$ cat src/sv/mll_pkg.sv
// Shared types, codes and keyword tables for the micro language lexer.
// No dependencies; used by mll_core, mll_outq and micro_language_lexer.
`default_nettype none

package mll_pkg;

  localparam int unsigned LineBitsDef = 16;
  localparam int unsigned NumKw       = 6;
  localparam int unsigned OutqDepth   = 4;
  localparam int unsigned OutqAw      = $clog2(OutqDepth);

  typedef enum logic [2:0] {
    ModeIdle    = 3'd0,
    ModeWord    = 3'd1,
    ModeNum     = 3'd2,
    ModeSlash   = 3'd3,
    ModeComment = 3'd4,
    ModeRel     = 3'd5,
    ModeBangEq  = 3'd6,
    ModeColon   = 3'd7
  } scan_mode_e;

  typedef enum logic [4:0] {
    TkMain   = 5'd0,
    TkId     = 5'd1,
    TkInt    = 5'd2,
    TkRead   = 5'd3,
    TkWrite  = 5'd4,
    TkIf     = 5'd5,
    TkElse   = 5'd6,
    TkWhile  = 5'd7,
    TkPlus   = 5'd8,
    TkMinus  = 5'd9,
    TkMul    = 5'd10,
    TkDiv    = 5'd11,
    TkAssign = 5'd12,
    TkLParen = 5'd13,
    TkRParen = 5'd14,
    TkLBrace = 5'd15,
    TkRBrace = 5'd16,
    TkComma  = 5'd17,
    TkRel    = 5'd18,
    TkSemi   = 5'd19,
    TkEof    = 5'd20
  } tok_kind_e;

  typedef struct packed {
    logic [7:0] source_byte;
    logic       end_of_input;
  } mll_in_t;

  typedef struct packed {
    logic [4:0]  token_kind;
    logic        lex_error;
    logic [15:0] line_number;
    logic        last_of_run;
  } mll_out_t;

  typedef struct packed {
    scan_mode_e        mode;
    logic [NumKw-1:0]  cands;
    logic [2:0]        wlen;
  } mll_state_t;

  // Results of one request: up to two, in order.
  typedef struct packed {
    logic [1:0] cnt;
    mll_out_t   res0;
    mll_out_t   res1;
  } mll_push_t;

  localparam logic [2:0] KwLen [NumKw] = '{3'd4, 3'd4, 3'd5, 3'd2, 3'd5, 3'd4};
  localparam tok_kind_e  KwCode [NumKw] = '{TkMain, TkRead, TkWrite, TkIf, TkWhile, TkElse};
  localparam logic [7:0] KwText [NumKw][5] = '{
    '{"m", "a", "i", "n", 8'h00},
    '{"r", "e", "a", "d", 8'h00},
    '{"w", "r", "i", "t", "e"},
    '{"i", "f", 8'h00, 8'h00, 8'h00},
    '{"w", "h", "i", "l", "e"},
    '{"e", "l", "s", "e", 8'h00}
  };

  // Character of keyword k at position pos, zero past the text.
  function automatic logic [7:0] kw_char(input int unsigned k, input logic [2:0] pos);
    logic [7:0] ch;
    case (pos)
      3'd0:    ch = KwText[k][0];
      3'd1:    ch = KwText[k][1];
      3'd2:    ch = KwText[k][2];
      3'd3:    ch = KwText[k][3];
      3'd4:    ch = KwText[k][4];
      default: ch = 8'h00;
    endcase
    return ch;
  endfunction

endpackage

`default_nettype wire

$ cat src/sv/mll_core.sv
// Single-pass scan step: next scanner state and up to two results for one request.
// Depends on mll_pkg.
`default_nettype none

module mll_core #(
  parameter int unsigned LineBits = mll_pkg::LineBitsDef
) (
  input  mll_pkg::mll_state_t  state_i,
  input  logic [LineBits-1:0]  line_i,
  input  mll_pkg::mll_in_t     req_i,
  output mll_pkg::mll_state_t  state_o,
  output logic [LineBits-1:0]  line_o,
  output mll_pkg::mll_push_t   push_o
);

  localparam logic [LineBits-1:0] LineMax = '1;
  localparam logic [7:0] CharLf = 8'h0A;

  logic [7:0]                 c;
  logic                       is_alpha, is_digit, is_space;
  logic [mll_pkg::NumKw-1:0]  keep_cont, keep_new;
  logic [2:0]                 wlen_inc;
  mll_pkg::tok_kind_e         word_kind;
  logic [LineBits-1:0]        line_inc;
  logic [31:0]                line_ext;
  logic [15:0]                line16;
  logic                       rescan;
  logic                       a_v, a_e, b_v, b_e;
  mll_pkg::tok_kind_e         a_k, b_k;

  assign c        = req_i.source_byte;
  assign is_alpha = (c >= "a" && c <= "z") || (c >= "A" && c <= "Z");
  assign is_digit = (c >= "0" && c <= "9");
  assign is_space = (c == " ") || (c >= 8'd9 && c <= 8'd13);
  assign wlen_inc = (state_i.wlen == 3'd7) ? 3'd7 : state_i.wlen + 3'd1;
  assign line_inc = (line_i == LineMax) ? line_i : line_i + LineBits'(1);
  assign line_ext = 32'(line_i);
  assign line16   = (line_ext > 32'd65535) ? 16'hFFFF : line_ext[15:0];

  always_comb begin
    for (int unsigned k = 0; k < mll_pkg::NumKw; k++) begin
      keep_cont[k] = state_i.cands[k] && (state_i.wlen < mll_pkg::KwLen[k]) &&
                     (mll_pkg::kw_char(k, state_i.wlen) == c);
      keep_new[k]  = mll_pkg::kw_char(k, 3'd0) == c;
    end
  end

  // Lowest keyword index wins; lengths settle it anyway.
  always_comb begin
    word_kind = mll_pkg::TkId;
    for (int k = mll_pkg::NumKw - 1; k >= 0; k--) begin
      if (state_i.cands[k] && state_i.wlen == mll_pkg::KwLen[k]) begin
        word_kind = mll_pkg::KwCode[k];
      end
    end
  end

  // a: token closed by the pending state; b: token from the byte itself or eof
  always_comb begin
    state_o = state_i;
    line_o  = line_i;
    rescan  = 1'b0;
    a_v = 1'b0; a_k = mll_pkg::TkMain; a_e = 1'b0;
    b_v = 1'b0; b_k = mll_pkg::TkMain; b_e = 1'b0;
    if (req_i.end_of_input) begin
      unique case (state_i.mode) inside
        mll_pkg::ModeWord:  begin a_v = 1'b1; a_k = word_kind; end
        mll_pkg::ModeNum:   begin a_v = 1'b1; a_k = mll_pkg::TkInt; end
        mll_pkg::ModeSlash: begin a_v = 1'b1; a_k = mll_pkg::TkDiv; end
        mll_pkg::ModeRel:   begin a_v = 1'b1; a_k = mll_pkg::TkRel; end
        mll_pkg::ModeBangEq,
        mll_pkg::ModeColon: begin a_v = 1'b1; a_e = 1'b1; end
        default: ;
      endcase
      b_v           = 1'b1;
      b_k           = mll_pkg::TkEof;
      state_o.mode  = mll_pkg::ModeIdle;
      state_o.cands = '1;
      state_o.wlen  = 3'd0;
      line_o        = LineBits'(1);
    end else begin
      unique case (state_i.mode)
        mll_pkg::ModeIdle: rescan = 1'b1;
        mll_pkg::ModeWord: begin
          if (is_alpha || is_digit || c == "_") begin
            state_o.cands = keep_cont;
            state_o.wlen  = wlen_inc;
          end else begin
            a_v = 1'b1; a_k = word_kind; rescan = 1'b1;
          end
        end
        mll_pkg::ModeNum: begin
          if (!is_digit) begin
            a_v = 1'b1; a_k = mll_pkg::TkInt; rescan = 1'b1;
          end
        end
        mll_pkg::ModeSlash: begin
          if (c == "/") begin
            state_o.mode = mll_pkg::ModeComment;
          end else begin
            a_v = 1'b1; a_k = mll_pkg::TkDiv; rescan = 1'b1;
          end
        end
        mll_pkg::ModeComment: begin
          if (c == CharLf) begin
            line_o       = line_inc;
            state_o.mode = mll_pkg::ModeIdle;
          end
        end
        mll_pkg::ModeRel: begin
          a_v = 1'b1; a_k = mll_pkg::TkRel;
          if (c == "=") state_o.mode = mll_pkg::ModeIdle;
          else          rescan = 1'b1;
        end
        mll_pkg::ModeBangEq: begin
          a_v = 1'b1;
          if (c == "=") begin
            a_k = mll_pkg::TkRel; state_o.mode = mll_pkg::ModeIdle;
          end else begin
            a_e = 1'b1; rescan = 1'b1;
          end
        end
        mll_pkg::ModeColon: begin
          a_v = 1'b1;
          if (c == "=") begin
            a_k = mll_pkg::TkAssign; state_o.mode = mll_pkg::ModeIdle;
          end else begin
            a_e = 1'b1; rescan = 1'b1;
          end
        end
        default: ;
      endcase

      if (rescan) begin
        state_o.mode = mll_pkg::ModeIdle;
        if (is_space) begin
          if (c == CharLf) line_o = line_inc;
        end else if (is_alpha) begin
          state_o.mode  = mll_pkg::ModeWord;
          state_o.cands = keep_new;
          state_o.wlen  = 3'd1;
        end else if (is_digit) begin
          state_o.mode = mll_pkg::ModeNum;
        end else begin
          case (c) inside
            "(":      begin b_v = 1'b1; b_k = mll_pkg::TkLParen; end
            ")":      begin b_v = 1'b1; b_k = mll_pkg::TkRParen; end
            "{":      begin b_v = 1'b1; b_k = mll_pkg::TkLBrace; end
            "}":      begin b_v = 1'b1; b_k = mll_pkg::TkRBrace; end
            ",":      begin b_v = 1'b1; b_k = mll_pkg::TkComma; end
            ";":      begin b_v = 1'b1; b_k = mll_pkg::TkSemi; end
            "+":      begin b_v = 1'b1; b_k = mll_pkg::TkPlus; end
            "-":      begin b_v = 1'b1; b_k = mll_pkg::TkMinus; end
            "*":      begin b_v = 1'b1; b_k = mll_pkg::TkMul; end
            "/":      state_o.mode = mll_pkg::ModeSlash;
            "<", ">": state_o.mode = mll_pkg::ModeRel;
            "!", "=": state_o.mode = mll_pkg::ModeBangEq;
            ":":      state_o.mode = mll_pkg::ModeColon;
            default:  begin b_v = 1'b1; b_e = 1'b1; end
          endcase
        end
      end
    end
  end

  always_comb begin
    push_o.cnt = 2'(a_v) + 2'(b_v);
    push_o.res0.token_kind  = a_v ? a_k : b_k;
    push_o.res0.lex_error   = a_v ? a_e : b_e;
    push_o.res0.line_number = line16;
    push_o.res0.last_of_run = !(a_v && b_v);
    push_o.res1.token_kind  = b_k;
    push_o.res1.lex_error   = b_e;
    push_o.res1.line_number = line16;
    push_o.res1.last_of_run = 1'b1;
  end

endmodule

`default_nettype wire

$ cat src/sv/mll_outq.sv
// Result queue: takes up to two results a cycle, hands out one.
// Depends on mll_pkg.
`default_nettype none

module mll_outq (
  input  logic                clk_i,
  input  logic                rst_ni,
  input  mll_pkg::mll_push_t  push_i,
  input  logic                pop_i,
  output mll_pkg::mll_out_t   head_o,
  output logic                valid_o,
  output logic                room2_o,
  output logic [mll_pkg::OutqAw:0] cnt_o
);

  localparam int unsigned Aw = mll_pkg::OutqAw;

  mll_pkg::mll_out_t   mem_q [mll_pkg::OutqDepth];
  logic [Aw-1:0]       wr_q, rd_q, wr_d, rd_d, wr_p1;
  logic [Aw:0]         cnt_q, cnt_d;

  assign wr_p1   = wr_q + Aw'(1);
  assign wr_d    = wr_q + Aw'(push_i.cnt);
  assign rd_d    = rd_q + Aw'(pop_i);
  assign cnt_d   = cnt_q + (Aw+1)'(push_i.cnt) - (Aw+1)'(pop_i);
  assign head_o  = mem_q[rd_q];
  assign valid_o = cnt_q != '0;
  assign room2_o = cnt_q <= (Aw+1)'(mll_pkg::OutqDepth - 2);
  assign cnt_o   = cnt_q;

  always_ff @(posedge clk_i) begin
    if (push_i.cnt != 2'd0) mem_q[wr_q] <= push_i.res0;
    if (push_i.cnt == 2'd2) mem_q[wr_p1] <= push_i.res1;
  end

  always_ff @(posedge clk_i or negedge rst_ni) begin
    if (!rst_ni) begin
      wr_q  <= '0;
      rd_q  <= '0;
      cnt_q <= '0;
    end else begin
      wr_q  <= wr_d;
      rd_q  <= rd_d;
      cnt_q <= cnt_d;
    end
  end

endmodule

`default_nettype wire

$ cat src/sv/micro_language_lexer.sv
// Micro language lexer: one source byte per request, tokens out.
// Path: each request waits in the input register, then its results wait in the result queue.
// Throughput: one request per cycle while the queue has room; result pairs leave singly.
// The four-entry result queue sets how far requests can run ahead of the output.
// Reset: scanner idle, line one, queue empty. Depends on mll_pkg, mll_core, mll_outq.
`default_nettype none

module micro_language_lexer #(
  parameter int unsigned LineBits = mll_pkg::LineBitsDef
) (
  input  logic               clk_i,
  input  logic               rst_ni,
  input  logic               in_valid_i,
  output logic               in_stall_o,
  input  mll_pkg::mll_in_t   in_data_i,
  output logic               out_valid_o,
  input  logic               out_stall_i,
  output mll_pkg::mll_out_t  out_data_o
);

  mll_pkg::mll_in_t    in_q;
  logic                in_v_q, in_v_d;
  mll_pkg::mll_state_t state_q, state_d;
  logic [LineBits-1:0] line_q, line_d;
  mll_pkg::mll_push_t  core_push, push;
  logic                room2, take, accept, pop;
  logic [mll_pkg::OutqAw:0] q_cnt;

  assign take       = in_v_q && room2;
  assign in_stall_o = in_v_q && !take;
  assign accept     = in_valid_i && !in_stall_o;
  assign pop        = out_valid_o && !out_stall_i;
  assign in_v_d     = accept | (in_v_q & ~take);

  always_comb begin
    push     = core_push;
    push.cnt = take ? core_push.cnt : 2'd0;
  end

  mll_core #(.LineBits(LineBits)) u_core (
    .state_i (state_q),
    .line_i  (line_q),
    .req_i   (in_q),
    .state_o (state_d),
    .line_o  (line_d),
    .push_o  (core_push)
  );

  mll_outq u_outq (
    .clk_i   (clk_i),
    .rst_ni  (rst_ni),
    .push_i  (push),
    .pop_i   (pop),
    .head_o  (out_data_o),
    .valid_o (out_valid_o),
    .room2_o (room2),
    .cnt_o   (q_cnt)
  );

  always_ff @(posedge clk_i) begin
    if (accept) in_q <= in_data_i;
  end

  always_ff @(posedge clk_i or negedge rst_ni) begin
    if (!rst_ni) begin
      in_v_q        <= 1'b0;
      state_q.mode  <= mll_pkg::ModeIdle;
      state_q.cands <= '1;
      state_q.wlen  <= 3'd0;
      line_q        <= LineBits'(1);
    end else begin
      in_v_q <= in_v_d;
      if (take) begin
        state_q <= state_d;
        line_q  <= line_d;
      end
    end
  end

  a_q_bound: assert property (@(posedge clk_i) disable iff (!rst_ni)
    q_cnt <= (mll_pkg::OutqAw+1)'(mll_pkg::OutqDepth))
    else $error("result queue overfilled");

  a_eof_restart: assert property (@(posedge clk_i) disable iff (!rst_ni)
    take && in_q.end_of_input |=> state_q.mode == mll_pkg::ModeIdle &&
                                  line_q == LineBits'(1))
    else $error("scanner not restarted after end of input");

  a_eof_result: assert property (@(posedge clk_i) disable iff (!rst_ni)
    take && in_q.end_of_input |-> push.cnt != 2'd0)
    else $error("end of input gave no result");

  a_pair_last: assert property (@(posedge clk_i) disable iff (!rst_ni)
    push.cnt == 2'd2 |-> !push.res0.last_of_run && push.res1.last_of_run)
    else $error("last-of-run flag wrong on a result pair");

endmodule

`default_nettype wire
$ cat config.mk
export PLATFORM = sky130hd
export DESIGN_NAME = micro_language_lexer
export DESIGN_NICKNAME = d
export VERILOG_FILES = /design/src/sv/mll_pkg.sv /design/src/sv/mll_core.sv /design/src/sv/mll_outq.sv /design/src/sv/micro_language_lexer.sv
export SDC_FILE = /design/constraint.sdc
export NUM_CORES = 1
export LEC_CHECK = 0
export BUFFER_PORTS_ARGS = -buffer_cell sky130_fd_sc_hd__clkbuf_2
export CORE_MARGIN = 1
export CORE_UTILIZATION = 50
export CTS_BUF_LIST = sky130_fd_sc_hd__clkbuf_16
export DETAILED_ROUTE_END_ITERATION = 8
export PLACE_DENSITY = 0.76
export SLEW_MARGIN = 5
export SYNTH_ARGS = -nofsm -noshare
export SYNTH_HDL_FRONTEND = slang
export SYNTH_SLANG_ARGS = --single-unit
$ cat constraint.sdc
create_clock -name clk_i -period 3.97 [get_ports clk_i]
set_input_delay 0.5955 -clock clk_i [delete_from_list [all_inputs] [get_ports clk_i]]
set_output_delay 0.5955 -clock clk_i [all_outputs]
set_load 0.01 [all_outputs]
==> metrics.csv <==
stage;metric;value;unit
status;status;completed;
synth;Mapped Cells;713;
floorplan;Starting Density;0.511;
worst_setup_path;type of the worst setup path;reg -> reg;
drt;Initial DRC Count;473;
drt;WL/cell;18.9;µm
worst_setup_path;startpoint types;flip-flop;
timing;ratio of final minimum period to clock period;0.934;
clock_network;Bufs on Longest Clock Path;2;
drt;residual DRC count;0;
synth;Seq/Total Area, Yosys;0.502;
floorplan;die height;127;µm
grt;largest net degree at the start of global routing;39;
drt;final wirelength;18.1;mm
drt;routed vias/inst;6.18;
synth;Post-synth EDFFs;97;
worst_setup_path;RR Endpoint;u_outq.mem_q[3][5]$_DFFE_PP_;
worst_setup_path;CP Cell Sequence;or4b_1, or4_1, nand3_1, nor3b_2, nand3_1, nand2_1, ha_1, o21ai_1, or2_2, nand2_1, buf_12, and2_1;
placed_design;input/output buffers;37;
timing;Tightest Pin Transition;1.17;ns
timing;fin crit period;3.71;ns
timing;Slew Viols, Final;0;
final_layout;antenna cells;0;
timing;final setup fails;0;
floorplan;std cell rows;45;
final_layout;fin nets;780;
synth;asr flop ratio synth;0.263;
timing;f_max;270;MHz
worst_setup_path;CP Data Required Time;4.15;ns
clock_network;H-tree Lvls;4;
synth;synth unique cells;76;
synth;Syn Std Cell Area;0.00777;mm²
worst_setup_path;slowest CP cell;or4b_1;
timing;RSZ-0062 raised after global routing;false;
floorplan;core area;0.0152;mm²
synth;Synth Flop Type;edfxtp_1;
drt;Antenna Nets Post-Route;0;
run;Max-Cap Viols;0;
clock_network;CTS tree;built;
pwr;P_leak;3.29;nW
timing;Rel. slew slack;0.217;
worst_setup_path;CP Capture Type;flip-flop;
synth;Synth Net Count;738;
worst_setup_path;Reg-to-Reg Start;in_q[8]$_DFFE_PP_;
grt;first-pass GRT wire length;29.2;mm
drt;DR vias;5911;
timing;fin worst setup slack;0.263;ns
worst_setup_path;Reg2Reg Depth;12;
floorplan;DIE AREA;0.0161;mm²
pwr;Pwr Density;678;mW/mm²
grt;overall routing resource usage;0.237;
worst_hold_path;HP Class;in -> async;
clock_network;Clk Latency, worst-skew pair;0.43;ns
clock_network;Num CTS Buffers;17;
synth;Syn Area/Cell;10.9;µm²
placed_design;RePlAce Congestion;0.981;
drt;1st-pass router iterations;5;
pwr;total power;0.00604;W
worst_setup_path;crit-path max cell delay;0.57;ns
timing;final setup TNS;0;ns
clock_network;root buf cell;clkbuf_16;
pwr;maximum VDD drop;0.000325;V
floorplan;chip width;127;µm
synth;Synth Warn #;0;
synth;Synth Register Bits;137;
clock_network;CTS sink count;137;
final_layout;Layout area overhead;14.6;%
timing;Final Hold Viols;0;
placed_design;hpwl dp;12.5;mm
worst_setup_path;worst-path fanout max;38;
worst_setup_path;setup slack, reg-to-reg;0.26;ns
timing;Worst Skew;0.0107;ns
final_layout;proportion of layout cells with a drive suffix above 1;0.202;
floorplan;I/O pin total;38;
placed_design;pre-CTS WS;0.305;ns
grt;total grt overflow;0;
grt;vias in the first global route;5688;
worst_setup_path;Worst EP arrival;3.89;ns
grt;initial antenna violation count;0;
clock_network;Worst-path clk slew;0.06;ns
-- state kept, by name, indices dropped and copies added, names as in the netlist --
| name | cells |
|---|---|
| u_outq.mem_q | 92 |
| line_q | 16 |
| state_q | 12 |
| in_q | 9 |
| u_outq.cnt_o | 3 |
| u_outq.rd_q | 2 |
| u_outq.wr_q | 2 |
| in_v_q | 1 |
-- Yosys cell counts, types with 13 or more instances --
library cell  instances  share of area
edfxtp_1             97           0.37
a21oi_1              29          0.019
and2_1               71          0.057
nand3_1              23          0.015
a31oi_1              13          0.010
inv_1                14         0.0068
mux4_2               23          0.067
clkbuf_1             39          0.019
o21ai_0              18          0.012
xnor2_1              16          0.018
dfrtp_1              29          0.093
nor2_1               42          0.020
nand2_1              48          0.023
nor3_1               23          0.015
o22ai_1              25          0.020
-- cell type report --
type	instances	area [µm²]
Clock buffer	17	425
Clock inverter	15	159
Fill cell	1215	6290
Inverter	17	63.8
Multi-Input combinational cell	509	3620
Sequential cell	137	3900
Tap cell	188	235
Timing Repair Buffer	73	505
-- through the flow --
stage | hold slack (ns) | area, µm² | utilization | std cells
2_1_floorplan | 0.300 | 7780 | - | 713
6_report | 0.294 | 8910 | 0.586 | 956
3_5_place_dp | 0.462 | 8250 | 0.543 | 915
4_1_cts | 0.324 | 8840 | 0.581 | 947
3_3_place_gp | 0.451 | 8250 | 0.543 | 915
5_1_grt | 0.331 | 8910 | 0.586 | 956
-- metal layers --
layer	vias up	wire length, µm	GRT usage
met5	-	0	0
met4	0	429	0.109
met3	42	1170	0.0519
met2	244	8500	0.376
met1	2845	7970	0.313
li1	2780	-	-
-- where the power goes --
part,leakage (nW),internal [W],switching (W),total [W]
Combinational,1.62,0.00100,0.00133,0.00234
Clock,0.283,0.000887,0.000647,0.00153
Sequential,1.39,0.00191,0.000259,0.00217
Total,3.29,0.00380,0.00224,0.00604
-- layout by cell type, fill, tap and decap left out, types with 8 or more instances in the layout --
master / count
edfxtp_1: 97
a21oi_1: 29
o21ai_0: 18
buf_4: 32
nor2b_1: 11
nand3_1: 23
inv_1: 14
and2_1: 71
o22ai_1: 25
nand2b_1: 8
and3_1: 10
ha_1: 11
clkbuf_16: 17
o21a_1: 9
dfrtp_1: 29
a31oi_1: 13
o21ai_1: 9
nand2_1: 48
clkbuf_2: 37
xnor2_1: 16
nor3_1: 22
xor2_1: 9
mux4_2: 23
nor2_1: 42
-- worst max-delay path: cells and delay by family, from the launching register on --
family / cells / cell delay [ns]
simple gates: 9 / 2.09
flops: 1 / 0.48
fa+ha+maj: 1 / 0.37
compound gates: 1 / 0.28
buf+inv: 1 / 0.21
-- repair_timing --
action / CTS / global route
hold buffers: 0 / 0
setup buffers: 0 / 9
gates resized for setup: 0 / 1
setup endpoints to repair: 0 / 58
-- cell families (layout without fill, tap and decap cells) --
kind of cell    Yosys count  count (layout)  synth area share
compound gates          159             159             0.141
xor+xnor                 25              25            0.0282
fa+ha+maj                12              12            0.0203
buf+inv                  67             122            0.0335
flops                   137             137             0.502
mux                      25              25            0.0694
simple gates            288             288             0.206
-- worst max path at each step --
stage | start | endpoint | slack, ns
after global placement | in_q[2]$_DFFE_PP_ | u_outq.mem_q[3][4]$_DFFE_PP_ | 0.41
after CTS | in_q[3]$_DFFE_PP_ | u_outq.mem_q[3][5]$_DFFE_PP_ | 0.24
after global routing | in_q[8]$_DFFE_PP_ | u_outq.mem_q[3][5]$_DFFE_PP_ | 0.02
final | in_q[8]$_DFFE_PP_ | u_outq.mem_q[3][5]$_DFFE_PP_ | 0.26
after detailed placement | in_q[3]$_DFFE_PP_ | u_outq.mem_q[3][5]$_DFFE_PP_ | 0.30
after floorplan | in_q[7]$_DFFE_PP_ | u_outq.mem_q[0][10]$_DFFE_PP_ | 0.002
No activity file was read; power rests on OpenSTA's default activity.
